File: src/hdl/bsca_pkg.sv
`timescale 1ns / 1ps
package bsca_pkg;

  localparam int COLOR_W = 8;
  localparam int POS_W   = 11;
  localparam int DB_W    = 10;
  localparam int FSZ_W   = 12;
  localparam int SUM_W   = 34;
  localparam int CNT_W   = 23;
  localparam int CMD_W   = 3;
  localparam int CFG_IDX_W  = 3;
  localparam int CFG_DATA_W = 12;
  localparam int QUEUE_DEPTH = 2;

  localparam int DEF_MAX_ROWS = 2048;
  localparam int DEF_MAX_COLS = 2048;

  localparam logic [COLOR_W-1:0] RST_RED_THR   = 8'd240;
  localparam logic [COLOR_W-1:0] RST_GREEN_THR = 8'd190;
  localparam logic [COLOR_W-1:0] RST_BLUE_THR  = 8'd220;
  localparam logic [DB_W-1:0]    RST_DEADBAND  = 10'd40;
  localparam logic [FSZ_W-1:0]   RST_ROWS      = 12'd480;
  localparam logic [FSZ_W-1:0]   RST_COLS      = 12'd640;

  localparam logic [CNT_W-1:0] HIT_MAX = {CNT_W{1'b1}};

  typedef enum logic [CMD_W-1:0] {
    CMD_NONE  = 3'd0,
    CMD_DOWN  = 3'd1,
    CMD_UP    = 3'd2,
    CMD_LEFT  = 3'd3,
    CMD_RIGHT = 3'd4
  } cmd_e;

  typedef enum logic [CFG_IDX_W-1:0] {
    REG_RED_THR   = 3'd0,
    REG_GREEN_THR = 3'd1,
    REG_BLUE_THR  = 3'd2,
    REG_DEADBAND  = 3'd3,
    REG_ROWS      = 3'd4,
    REG_COLS      = 3'd5
  } reg_idx_e;

  typedef struct packed {
    logic [COLOR_W-1:0] red_thr;
    logic [COLOR_W-1:0] green_thr;
    logic [COLOR_W-1:0] blue_thr;
    logic [DB_W-1:0]    deadband;
    logic [FSZ_W-1:0]   frame_rows;
    logic [FSZ_W-1:0]   frame_cols;
  } cfg_t;

  // Per-frame totals handed from front to back.
  typedef struct packed {
    logic [SUM_W-1:0] row_sum;
    logic [SUM_W-1:0] col_sum;
    logic [CNT_W-1:0] count;
  } frame_t;

endpackage

File: src/hdl/bsca_if.sv
`timescale 1ns / 1ps
interface bsca_pix_if;
  logic                          valid;
  logic                          ready;
  logic [bsca_pkg::COLOR_W-1:0] blue;
  logic [bsca_pkg::COLOR_W-1:0] green;
  logic [bsca_pkg::COLOR_W-1:0] red;
  logic [bsca_pkg::POS_W-1:0]   row;
  logic [bsca_pkg::POS_W-1:0]   col;
  logic                          frame_end;

  modport source (output valid, blue, green, red, row, col, frame_end, input ready);
  modport sink   (input valid, blue, green, red, row, col, frame_end, output ready);
endinterface

interface bsca_res_if;
  logic                        valid;
  logic                        ready;
  logic [bsca_pkg::CMD_W-1:0] command;
  logic [bsca_pkg::POS_W-1:0] centroid_row;
  logic [bsca_pkg::POS_W-1:0] centroid_col;
  logic [bsca_pkg::CNT_W-1:0] hits;

  modport source (output valid, command, centroid_row, centroid_col, hits, input ready);
  modport sink   (input valid, command, centroid_row, centroid_col, hits, output ready);
endinterface

File: src/hdl/bsca_front.sv
`timescale 1ns / 1ps
module bsca_front #(
  parameter int MAX_ROWS = bsca_pkg::DEF_MAX_ROWS,
  parameter int MAX_COLS = bsca_pkg::DEF_MAX_COLS
) (
  input  logic                clk_i,
  input  logic                rst_ni,
  input  bsca_pkg::cfg_t      cfg_i,
  bsca_pix_if.sink            pix_i,
  input  logic                q_full_i,
  output logic                push_o,
  output bsca_pkg::frame_t    push_data_o
);

  // 13 bits cover the whole parameter range (up to 4096)
  localparam logic [12:0] ROW_LIM = 13'(MAX_ROWS);
  localparam logic [12:0] COL_LIM = 13'(MAX_COLS);

  logic [bsca_pkg::SUM_W-1:0] row_sum_q, row_sum_d, row_sum_upd;
  logic [bsca_pkg::SUM_W-1:0] col_sum_q, col_sum_d, col_sum_upd;
  logic [bsca_pkg::CNT_W-1:0] cnt_q, cnt_d, cnt_upd;
  logic                       accept, hit, take;

  assign pix_i.ready = !q_full_i;
  assign accept      = pix_i.valid && pix_i.ready;

  assign hit = (pix_i.red > cfg_i.red_thr) && (pix_i.green > cfg_i.green_thr) &&
               (pix_i.blue > cfg_i.blue_thr) &&
               ({2'b00, pix_i.row} < ROW_LIM) && ({2'b00, pix_i.col} < COL_LIM);

  // saturated count: further hits of the frame are dropped
  assign take = hit && (cnt_q != bsca_pkg::HIT_MAX);

  always_comb begin
    row_sum_upd = row_sum_q;
    col_sum_upd = col_sum_q;
    cnt_upd     = cnt_q;
    if (take) begin
      row_sum_upd = row_sum_q + {{(bsca_pkg::SUM_W-bsca_pkg::POS_W){1'b0}}, pix_i.row};
      col_sum_upd = col_sum_q + {{(bsca_pkg::SUM_W-bsca_pkg::POS_W){1'b0}}, pix_i.col};
      cnt_upd     = cnt_q + 1'b1;
    end
  end

  always_comb begin
    row_sum_d = row_sum_q;
    col_sum_d = col_sum_q;
    cnt_d     = cnt_q;
    if (accept) begin
      if (pix_i.frame_end) begin
        row_sum_d = '0;
        col_sum_d = '0;
        cnt_d     = '0;
      end else begin
        row_sum_d = row_sum_upd;
        col_sum_d = col_sum_upd;
        cnt_d     = cnt_upd;
      end
    end
  end

  assign push_o              = accept && pix_i.frame_end;
  assign push_data_o.row_sum = row_sum_upd;
  assign push_data_o.col_sum = col_sum_upd;
  assign push_data_o.count   = cnt_upd;

  always_ff @(posedge clk_i or negedge rst_ni) begin
    if (!rst_ni) begin
      row_sum_q <= '0;
      col_sum_q <= '0;
      cnt_q     <= '0;
    end else begin
      row_sum_q <= row_sum_d;
      col_sum_q <= col_sum_d;
      cnt_q     <= cnt_d;
    end
  end

endmodule

File: src/hdl/bsca_queue.sv
`timescale 1ns / 1ps
module bsca_queue (
  input  logic             clk_i,
  input  logic             rst_ni,
  input  logic             push_i,
  input  bsca_pkg::frame_t push_data_i,
  input  logic             pop_i,
  output bsca_pkg::frame_t pop_data_o,
  output logic             full_o,
  output logic             empty_o
);

  localparam int PTR_W = $clog2(bsca_pkg::QUEUE_DEPTH);
  localparam int FILL_W = $clog2(bsca_pkg::QUEUE_DEPTH + 1);
  localparam logic [FILL_W-1:0] FILL_MAX = FILL_W'(bsca_pkg::QUEUE_DEPTH);
  localparam logic [PTR_W-1:0] PTR_LAST = PTR_W'(bsca_pkg::QUEUE_DEPTH - 1);

  bsca_pkg::frame_t  slot_q [bsca_pkg::QUEUE_DEPTH];
  logic [PTR_W-1:0]  wr_ptr_q, wr_ptr_d, rd_ptr_q, rd_ptr_d;
  logic [FILL_W-1:0] fill_q, fill_d;
  logic              do_push, do_pop;

  assign full_o  = (fill_q == FILL_MAX);
  assign empty_o = (fill_q == '0);
  assign do_push = push_i && !full_o;
  assign do_pop  = pop_i && !empty_o;
  assign pop_data_o = slot_q[rd_ptr_q];

  always_comb begin
    wr_ptr_d = wr_ptr_q;
    rd_ptr_d = rd_ptr_q;
    fill_d   = fill_q;
    if (do_push) wr_ptr_d = (wr_ptr_q == PTR_LAST) ? '0 : wr_ptr_q + 1'b1;
    if (do_pop)  rd_ptr_d = (rd_ptr_q == PTR_LAST) ? '0 : rd_ptr_q + 1'b1;
    if (do_push && !do_pop) fill_d = fill_q + 1'b1;
    else if (do_pop && !do_push) fill_d = fill_q - 1'b1;
  end

  always_ff @(posedge clk_i or negedge rst_ni) begin
    if (!rst_ni) begin
      wr_ptr_q <= '0;
      rd_ptr_q <= '0;
      fill_q   <= '0;
    end else begin
      wr_ptr_q <= wr_ptr_d;
      rd_ptr_q <= rd_ptr_d;
      fill_q   <= fill_d;
    end
  end

  always_ff @(posedge clk_i) begin
    if (do_push) slot_q[wr_ptr_q] <= push_data_i;
  end

endmodule

File: src/hdl/bsca_back.sv
`timescale 1ns / 1ps
module bsca_back (
  input  logic             clk_i,
  input  logic             rst_ni,
  input  bsca_pkg::cfg_t   cfg_i,
  input  logic             q_empty_i,
  input  bsca_pkg::frame_t q_data_i,
  output logic             pop_o,
  bsca_res_if.source       res_o
);

  localparam int QW    = bsca_pkg::POS_W;            // quotient bits
  localparam int REM_W = bsca_pkg::CNT_W + 1;
  localparam int STEP_W = $clog2(QW);
  localparam logic [STEP_W-1:0] STEP_LAST = STEP_W'(QW - 1);
  localparam int SW = bsca_pkg::FSZ_W + 1;           // signed compare width

  typedef enum logic [2:0] {
    S_IDLE = 3'b001,
    S_DIV  = 3'b010,
    S_LOAD = 3'b100
  } state_e;

  state_e                      state_q, state_d;
  logic [STEP_W-1:0]           step_q, step_d;
  logic [REM_W-1:0]            rem_r_q, rem_r_d, rem_c_q, rem_c_d;
  logic [QW-1:0]               quo_r_q, quo_r_d, quo_c_q, quo_c_d;
  logic [bsca_pkg::CNT_W-1:0]  div_q, div_d;
  logic [REM_W-1:0]            trial_r, trial_c;
  logic                        ge_r, ge_c, out_free, load_out;

  logic                        out_valid_q, out_valid_d;
  logic [bsca_pkg::CMD_W-1:0]  cmd_q;
  logic [QW-1:0]               crow_q, ccol_q;
  logic [bsca_pkg::CNT_W-1:0]  hits_q;

  logic signed [SW-1:0] cr, cc, db, crow_s, ccol_s;
  bsca_pkg::cmd_e       cmd;

  assign out_free = !out_valid_q || res_o.ready;

  // one quotient bit per cycle for row and column in parallel;
  // mean of 11-bit positions fits 11 bits, so the top 23 dividend bits
  // start as the partial remainder
  assign trial_r = {rem_r_q[REM_W-2:0], quo_r_q[QW-1]};
  assign trial_c = {rem_c_q[REM_W-2:0], quo_c_q[QW-1]};
  assign ge_r    = trial_r >= {1'b0, div_q};
  assign ge_c    = trial_c >= {1'b0, div_q};

  always_comb begin
    state_d  = state_q;
    step_d   = step_q;
    rem_r_d  = rem_r_q;
    rem_c_d  = rem_c_q;
    quo_r_d  = quo_r_q;
    quo_c_d  = quo_c_q;
    div_d    = div_q;
    pop_o    = 1'b0;
    load_out = 1'b0;
    unique case (state_q)
      S_IDLE: begin
        if (!q_empty_i) begin
          pop_o   = 1'b1;
          div_d   = q_data_i.count;
          rem_r_d = {1'b0, q_data_i.row_sum[bsca_pkg::SUM_W-1:QW]};
          rem_c_d = {1'b0, q_data_i.col_sum[bsca_pkg::SUM_W-1:QW]};
          quo_r_d = q_data_i.row_sum[QW-1:0];
          quo_c_d = q_data_i.col_sum[QW-1:0];
          step_d  = '0;
          state_d = (q_data_i.count == '0) ? S_LOAD : S_DIV;
        end
      end
      S_DIV: begin
        rem_r_d = ge_r ? trial_r - {1'b0, div_q} : trial_r;
        rem_c_d = ge_c ? trial_c - {1'b0, div_q} : trial_c;
        quo_r_d = {quo_r_q[QW-2:0], ge_r};
        quo_c_d = {quo_c_q[QW-2:0], ge_c};
        step_d  = step_q + 1'b1;
        if (step_q == STEP_LAST) state_d = S_LOAD;
      end
      S_LOAD: begin
        if (out_free) begin
          load_out = 1'b1;
          state_d  = S_IDLE;
        end
      end
      default: state_d = S_IDLE;
    endcase
  end

  // steering: row before column, signed so a negative bound never fires
  assign cr     = SW'({1'b0, cfg_i.frame_rows[bsca_pkg::FSZ_W-1:1]});
  assign cc     = SW'({1'b0, cfg_i.frame_cols[bsca_pkg::FSZ_W-1:1]});
  assign db     = SW'(cfg_i.deadband);
  assign crow_s = SW'(quo_r_q);
  assign ccol_s = SW'(quo_c_q);

  always_comb begin
    priority if (div_q == '0) cmd = bsca_pkg::CMD_NONE;
    else if (crow_s < cr - db) cmd = bsca_pkg::CMD_DOWN;
    else if (crow_s > cr + db) cmd = bsca_pkg::CMD_UP;
    else if (ccol_s < cc - db) cmd = bsca_pkg::CMD_LEFT;
    else if (ccol_s > cc + db) cmd = bsca_pkg::CMD_RIGHT;
    else cmd = bsca_pkg::CMD_NONE;
  end

  always_comb begin
    out_valid_d = out_valid_q;
    if (res_o.ready) out_valid_d = 1'b0;
    if (load_out)    out_valid_d = 1'b1;
  end

  always_ff @(posedge clk_i or negedge rst_ni) begin
    if (!rst_ni) begin
      state_q     <= S_IDLE;
      out_valid_q <= 1'b0;
    end else begin
      state_q     <= state_d;
      out_valid_q <= out_valid_d;
    end
  end

  always_ff @(posedge clk_i) begin
    step_q  <= step_d;
    rem_r_q <= rem_r_d;
    rem_c_q <= rem_c_d;
    quo_r_q <= quo_r_d;
    quo_c_q <= quo_c_d;
    div_q   <= div_d;
    if (load_out) begin
      cmd_q  <= cmd;
      crow_q <= (div_q == '0) ? '0 : quo_r_q;
      ccol_q <= (div_q == '0) ? '0 : quo_c_q;
      hits_q <= div_q;
    end
  end

  assign res_o.valid        = out_valid_q;
  assign res_o.command      = cmd_q;
  assign res_o.centroid_row = crow_q;
  assign res_o.centroid_col = ccol_q;
  assign res_o.hits         = hits_q;

endmodule

File: src/hdl/bright_spot_centroid_aim_top.sv
`timescale 1ns / 1ps
// Bright-spot centroid aim.
// pix_i: one pixel item per cycle while ready (blue, green, red, row, col,
//   frame_end), valid/ready; a hit has all three channels above thresholds.
// res_o: one result item per frame (command, centroid_row, centroid_col,
//   hits), issued for the pixel that carries frame_end.
// cfg: cfg_we_i/cfg_idx_i/cfg_data_i write one register per cycle; write
//   only while no frame result is pending.
// Throughput: the front takes one pixel every cycle while the queue is not
//   full. The back end works on one frame at a time (pop, 11 divide steps,
//   output load; a frame with no hits skips the divide steps), using the
//   bit-serial divider; two finished frames can wait in the queue.
// A taken frame_end pixel's totals pass through the queue, the divider and
//   the output register before res_o.valid rises.
// Stall: if res_o is held off, the output register keeps its item, the back
//   end finishes its division and waits, and pixels keep flowing until the
//   queue fills; then pix_i.ready drops.
// Reset: thresholds 240/190/220, deadband 40, frame 480 x 640, sums cleared,
//   queue and output empty.
module bright_spot_centroid_aim_top #(
  parameter int MAX_ROWS = bsca_pkg::DEF_MAX_ROWS,
  parameter int MAX_COLS = bsca_pkg::DEF_MAX_COLS
) (
  input  logic                              clk_i,
  input  logic                              rst_ni,
  bsca_pix_if.sink                          pix_i,
  bsca_res_if.source                        res_o,
  input  logic                              cfg_we_i,
  input  logic [bsca_pkg::CFG_IDX_W-1:0]    cfg_idx_i,
  input  logic [bsca_pkg::CFG_DATA_W-1:0]   cfg_data_i
);

  bsca_pkg::cfg_t   cfg_q, cfg_d;
  bsca_pkg::frame_t push_data, pop_data;
  logic             push, pop, q_full, q_empty;

  // register file; unknown indexes are dropped
  always_comb begin
    cfg_d = cfg_q;
    if (cfg_we_i) begin
      unique case (cfg_idx_i)
        bsca_pkg::REG_RED_THR:   cfg_d.red_thr    = cfg_data_i[bsca_pkg::COLOR_W-1:0];
        bsca_pkg::REG_GREEN_THR: cfg_d.green_thr  = cfg_data_i[bsca_pkg::COLOR_W-1:0];
        bsca_pkg::REG_BLUE_THR:  cfg_d.blue_thr   = cfg_data_i[bsca_pkg::COLOR_W-1:0];
        bsca_pkg::REG_DEADBAND:  cfg_d.deadband   = cfg_data_i[bsca_pkg::DB_W-1:0];
        bsca_pkg::REG_ROWS:      cfg_d.frame_rows = cfg_data_i[bsca_pkg::FSZ_W-1:0];
        bsca_pkg::REG_COLS:      cfg_d.frame_cols = cfg_data_i[bsca_pkg::FSZ_W-1:0];
        default: ;
      endcase
    end
  end

  always_ff @(posedge clk_i or negedge rst_ni) begin
    if (!rst_ni) begin
      cfg_q.red_thr    <= bsca_pkg::RST_RED_THR;
      cfg_q.green_thr  <= bsca_pkg::RST_GREEN_THR;
      cfg_q.blue_thr   <= bsca_pkg::RST_BLUE_THR;
      cfg_q.deadband   <= bsca_pkg::RST_DEADBAND;
      cfg_q.frame_rows <= bsca_pkg::RST_ROWS;
      cfg_q.frame_cols <= bsca_pkg::RST_COLS;
    end else begin
      cfg_q <= cfg_d;
    end
  end

  // front: classify and accumulate, hand frame totals to the queue
  bsca_front #(
    .MAX_ROWS (MAX_ROWS),
    .MAX_COLS (MAX_COLS)
  ) u_front (
    .clk_i       (clk_i),
    .rst_ni      (rst_ni),
    .cfg_i       (cfg_q),
    .pix_i       (pix_i),
    .q_full_i    (q_full),
    .push_o      (push),
    .push_data_o (push_data)
  );

  bsca_queue u_queue (
    .clk_i       (clk_i),
    .rst_ni      (rst_ni),
    .push_i      (push),
    .push_data_i (push_data),
    .pop_i       (pop),
    .pop_data_o  (pop_data),
    .full_o      (q_full),
    .empty_o     (q_empty)
  );

  // back: divide, steer, hold the result
  bsca_back u_back (
    .clk_i     (clk_i),
    .rst_ni    (rst_ni),
    .cfg_i     (cfg_q),
    .q_empty_i (q_empty),
    .q_data_i  (pop_data),
    .pop_o     (pop),
    .res_o     (res_o)
  );

endmodule

File: src/flat_wrapper.sv
// flat-port wrapper written by rule: the top's interface ports become plain ports
module bright_spot_centroid_aim_top_flat 
#(
  parameter int MAX_ROWS = bsca_pkg::DEF_MAX_ROWS,
  parameter int MAX_COLS = bsca_pkg::DEF_MAX_COLS
)
  (clk_i, rst_ni, cfg_we_i, cfg_idx_i, cfg_data_i, pix_i_valid, pix_i_blue, pix_i_green, pix_i_red, pix_i_row, pix_i_col, pix_i_frame_end, pix_i_ready, res_o_valid, res_o_command, res_o_centroid_row, res_o_centroid_col, res_o_hits, res_o_ready);
  bsca_pix_if pix_i_i ();
  bsca_res_if res_o_i ();
  input  logic clk_i;
  input  logic rst_ni;
  input  logic cfg_we_i;
  input  logic [bsca_pkg::CFG_IDX_W-1:0] cfg_idx_i;
  input  logic [bsca_pkg::CFG_DATA_W-1:0] cfg_data_i;
  input wire logic [$bits(pix_i_i.valid)-1:0] pix_i_valid;
  input wire logic [$bits(pix_i_i.blue)-1:0] pix_i_blue;
  input wire logic [$bits(pix_i_i.green)-1:0] pix_i_green;
  input wire logic [$bits(pix_i_i.red)-1:0] pix_i_red;
  input wire logic [$bits(pix_i_i.row)-1:0] pix_i_row;
  input wire logic [$bits(pix_i_i.col)-1:0] pix_i_col;
  input wire logic [$bits(pix_i_i.frame_end)-1:0] pix_i_frame_end;
  output wire logic [$bits(pix_i_i.ready)-1:0] pix_i_ready;
  output wire logic [$bits(res_o_i.valid)-1:0] res_o_valid;
  output wire logic [$bits(res_o_i.command)-1:0] res_o_command;
  output wire logic [$bits(res_o_i.centroid_row)-1:0] res_o_centroid_row;
  output wire logic [$bits(res_o_i.centroid_col)-1:0] res_o_centroid_col;
  output wire logic [$bits(res_o_i.hits)-1:0] res_o_hits;
  input wire logic [$bits(res_o_i.ready)-1:0] res_o_ready;
  assign pix_i_i.valid = pix_i_valid;
  assign pix_i_i.blue = pix_i_blue;
  assign pix_i_i.green = pix_i_green;
  assign pix_i_i.red = pix_i_red;
  assign pix_i_i.row = pix_i_row;
  assign pix_i_i.col = pix_i_col;
  assign pix_i_i.frame_end = pix_i_frame_end;
  assign pix_i_ready = pix_i_i.ready;
  assign res_o_valid = res_o_i.valid;
  assign res_o_command = res_o_i.command;
  assign res_o_centroid_row = res_o_i.centroid_row;
  assign res_o_centroid_col = res_o_i.centroid_col;
  assign res_o_hits = res_o_i.hits;
  assign res_o_i.ready = res_o_ready;
  bright_spot_centroid_aim_top #(.MAX_ROWS(MAX_ROWS), .MAX_COLS(MAX_COLS)) u_core (.clk_i(clk_i), .rst_ni(rst_ni), .pix_i(pix_i_i), .res_o(res_o_i), .cfg_we_i(cfg_we_i), .cfg_idx_i(cfg_idx_i), .cfg_data_i(cfg_data_i));
endmodule
File: config.mk
export PLATFORM = sky130hd
export DESIGN_NAME = bright_spot_centroid_aim_top_flat
export DESIGN_NICKNAME = d
export VERILOG_FILES = /design/src/hdl/bsca_pkg.sv /design/src/hdl/bsca_if.sv /design/src/hdl/bsca_front.sv /design/src/hdl/bsca_queue.sv /design/src/hdl/bsca_back.sv /design/src/hdl/bright_spot_centroid_aim_top.sv /design/src/flat_wrapper.sv
export SDC_FILE = /design/constraint.sdc
export NUM_CORES = 1
export LEC_CHECK = 0
export BUFFER_PORTS_ARGS = -buffer_cell sky130_fd_sc_hd__buf_2
export CAP_MARGIN = 20
export CORE_ASPECT_RATIO = 1.25
export CORE_MARGIN = 1
export CORE_UTILIZATION = 25
export DETAILED_ROUTE_END_ITERATION = 8
export HOLD_SLACK_MARGIN = 0.05
export REMOVE_ABC_BUFFERS = 1
export SYNTH_ARGS = -nofsm -noshare
export SYNTH_HDL_FRONTEND = slang
export SYNTH_SLANG_ARGS = --single-unit
File: constraint.sdc
create_clock -name clk_i -period 5.42 [get_ports clk_i]
set_clock_uncertainty 0.2 [all_clocks]
set_input_delay 0.542 -clock clk_i [delete_from_list [all_inputs] [get_ports clk_i]]
set_output_delay 0.542 -clock clk_i [all_outputs]
set_load 0.02 [all_outputs]
==> impl_results.md <==
- Status: finished, final reports clean
- Synth warnings: 0
- Wire per inst: 17.39 um
- Crit path top cell by count: a21oi_1
- Die W: 297.1 um
- Drt pass-1 iters: 5
- Critical Path End Type: register
- Worst hold path type: input pin to register
- First-pass GRT wire length: 109100 um
- Fin. max-slew vios: 0
- DRC: 0
- TritonCTS sink count: 480
- Initial Util: 0.2536
- EDFF count, synth: 325
- Post-synthesis sequential area ratio: 0.5023
- Clk_lat worst skew: 0.61 ns
- RSZ-0062 raised after global routing: false
- Layout Cells excl Fill: 4065
- Buf/Inv on CP: 0
- Slew headroom: 0.3292
- Global route overflow: 0
- Critical-path cell list: ha_1 > fa_1 > nand2b_1 > a21oi_1 > o21ai_0 > a21oi_1 > nor2_1 > o21bai_1 > a21oi_1 > nor4b_1 > a211o_1 > ha_1 > nand3_1 > or4_1 > o21ai_0 > a211oi_1 > o41ai_1 > o21bai_1 > nor2b_1 > and4b_1
- CTS Buffer Depth: 3
- Final Net Count: 2849
- RePlAce Congestion: 0.8708
- Setup TNS: 0 ns
- Crit path kind: register to register
- FFs w/ async S/R, synth: 0.3229
- Total Wirelength: 70670 um
- Die H: 370.8 um
- Worst VDD drop: 0.2609 mV
- Vias: 19090
- Critical Path Fanout Max: 5
- Finished Cell Area: 0.03133 sq mm
- Largest net degree at the start of global routing: 84
- Root Buffer: clkbuf_16
- Core Footprint: 0.1073 sq mm
- P per Cell Area: 566.0 mW/mm^2
- Number of global-route vias before repair: 18670
- Crit path largest cell delay: 0.43 ns
- GRT Overall Usage: 0.1253
- Synth Area per Inst: 10.97 sq um
- Site Rows: 134
- Total CTS buffers: 51
- Slowest CP cell: dfrtp_1
- CP startpoint kind: register
- CTS HTree Levels: 2
- MaxCap Viol Count: 0
- Top FF cell, synth: edfxtp_1
- Share of cells above drive strength 1: 0.1419
- Worst Max-Slew Pin Slew: 1.005 ns
- Clock transition at the registers of the reported paths: 0.06 ns
- Die area: 0.1102 sq mm
- Syn-to-layout area delta: 15.16%
- I/O pin count: 117
- Fin util: 0.2920
- Count of cell types in the netlist: 91
- CTS tree: done
- Hold WS: 0.06991 ns
- GRT met1 Usage: 0.1535
- Min Tclk post-route: 4.432 ns
- Via-to-Cell Ratio: 4.697
- Final Setup Violations: 0
- Met2 GRT Util: 0.2216
- Number of DRC markers in iteration 0: 1208
- Worst EP required: 5.69 ns
- IO Port Bufs: 116
- Post-detailed-placement cell area: 0.02948 sq mm
- Met3 Resource Use GR: 0.01816
- Post-DP HPWL: 52260 um
- Post-CTS resize count: 0
- Worst path top cell family by delay: compound AO/OA/AOI/OAI gates
- Flops & latches, synth: 480
- Cells after Synth: 2480
- Fin. Hold Viols: 0
- Initial antenna violation count: 7
- Static leakage: 12.45 nW
- ANT nets after route: 0
- Layer with the highest usage: met2
- Placed cells: 3956
- Achievable Freq: 225.6 MHz
- Netlist Area Pre-Place: 0.02721 sq mm
- Arr. time, crit path: 4.70 ns
- Period utilization: 0.8177
[where the power goes]
group	switching [W]	leakage (nW)	internal, W	total [W]
registers	0.000705	5.07	0.00517	0.00587
logic	0.00495	6.55	0.00337	0.00832
clock network	0.00147	0.834	0.00207	0.00354
[what timing repair did]
action / 4_1_cts / 5_1_grt
endpoints found under the hold margin: 81 / 0
buffers inserted: 0 / 0
hold buffers: 12 / 0
[Yosys cell counts (all sizes together), types with 24 or more instances]
library cell,number,share of area
xor2,48,0.015
dfstp,24,0.023
a21oi,124,0.023
nand2,231,0.032
nor2b,77,0.018
nor2,133,0.018
a21o,37,0.010
nor4,26,0.0064
ha,180,0.083
nand3,42,0.0077
inv,116,0.016
xnor2,101,0.033
edfxtp,325,0.36
nor3,52,0.0097
o21a,30,0.0083
mux2i,82,0.030
o31ai,29,0.0085
a22o,24,0.0077
dfrtp,131,0.12
a211oi,43,0.012
o21ai,184,0.035
clkbuf,81,0.011
and3,27,0.0062
mux2,59,0.024
[placed cells by master, fill, tap and decap left out, drive strengths merged, types with 26 or more instances in the layout]
| master | instances |
|---|---|
| edfxtp | 325 |
| nand2 | 231 |
| o21ai | 184 |
| ha | 180 |
| buf | 151 |
| nor2 | 133 |
| dfrtp | 131 |
| a21oi | 124 |
| inv | 118 |
| xnor2 | 101 |
| mux2i | 82 |
| nor2b | 77 |
| clkbuf | 71 |
| mux2 | 59 |
| nor3 | 52 |
| xor2 | 48 |
| a211oi | 43 |
| nand3 | 42 |
| a21o | 37 |
| o21a | 30 |
| o31ai | 29 |
| and3 | 27 |
| nor4 | 26 |
[kinds of logic after synthesis]
family	Yosys count	synth area share
buffers and inverters	218	0.03270
AO/OA/AOI/OAI	606	0.1474
XOR/XNOR	149	0.04796
multiplexers	141	0.05458
adder cells (fa/ha/maj)	188	0.08866
AND/OR/NAND/NOR	698	0.1263
flip-flops	480	0.5023
[routing by layer]
| metal | part of all wire | vias to the layer above |
|---|---|---|
| met5 | 0.00069 | - |
| met4 | 0.034 | 8 |
| met3 | 0.039 | 110 |
| met2 | 0.49 | 361 |
| met1 | 0.43 | 9223 |
| li1 | - | 9392 |
[tightest hold or removal path, stage by stage]
cell,delay [ns]
buf_2,0.11
nand2b_1,0.12
nand2_1,0.05
[worst paths after layout]
check / startpoint / endpoint / slack [ns] / depth (start not counted)
min in group asynchronous: rst_ni / u_core.cfg_q[11] / 0.36 / 2
setup reg to reg: u_core.cfg_q[24] / u_core.u_back.res_o.command[2] / 0.99 / 20
hold / removal: res_o_ready / u_core.u_back.res_o.valid / 0.07 / 3
max in group asynchronous: rst_ni / u_core.u_front.col_sum_q[25] / 3.66 / 3
setup / recovery: u_core.cfg_q[24] / u_core.u_back.res_o.command[2] / 0.99 / 20
hold reg to reg: u_core.u_back.div_q[8] / u_core.u_back.res_o.hits[8] / 0.28 / 0
[sequential cells by signal (all words and copies together), names as in the netlist, 3 cells and up]
signal                            flops
u_core.u_queue.slot_q               182
u_core.cfg_q                         56
u_core.u_front.col_sum_q             34
u_core.u_front.row_sum_q             34
u_core.u_back.div_q                  23
u_core.u_back.rem_c_q                23
u_core.u_back.rem_r_q                23
u_core.u_back.res_o.hits             23
u_core.u_front.cnt_q                 23
u_core.u_back.quo_c_q                11
u_core.u_back.quo_r_q                11
u_core.u_back.res_o.centroid_col     11
u_core.u_back.res_o.centroid_row     11
u_core.u_back.step_q                  4
u_core.u_back.res_o.command           3
u_core.u_back.state_q                 3
[final cells by class]
type	count	area [sq um]
diodes	1	2.502
clock buffers	71	1494
clock inverters	24	210.2
fillers	11130	75970
inverters	116	435.4
multi-input cells	1782	12720
flip-flops and latches	480	13670
well taps	1428	1787
repair buffers	163	1015
[per-stage QoR]
| stage | setup slack, ns | power (W) |
|---|---|---|
| final | 0.9879 | 0.01773 |
| after global routing | 0.7215 | 0.01901 |
| after CTS | 1.034 | 0.01786 |
| after detailed placement | 1.090 | 0.01424 |
| after global placement | 1.027 | 0.01416 |
| after floorplan | -0.2531 | 0.01187 |
Note: power is estimated with default switching activity, not from simulation.
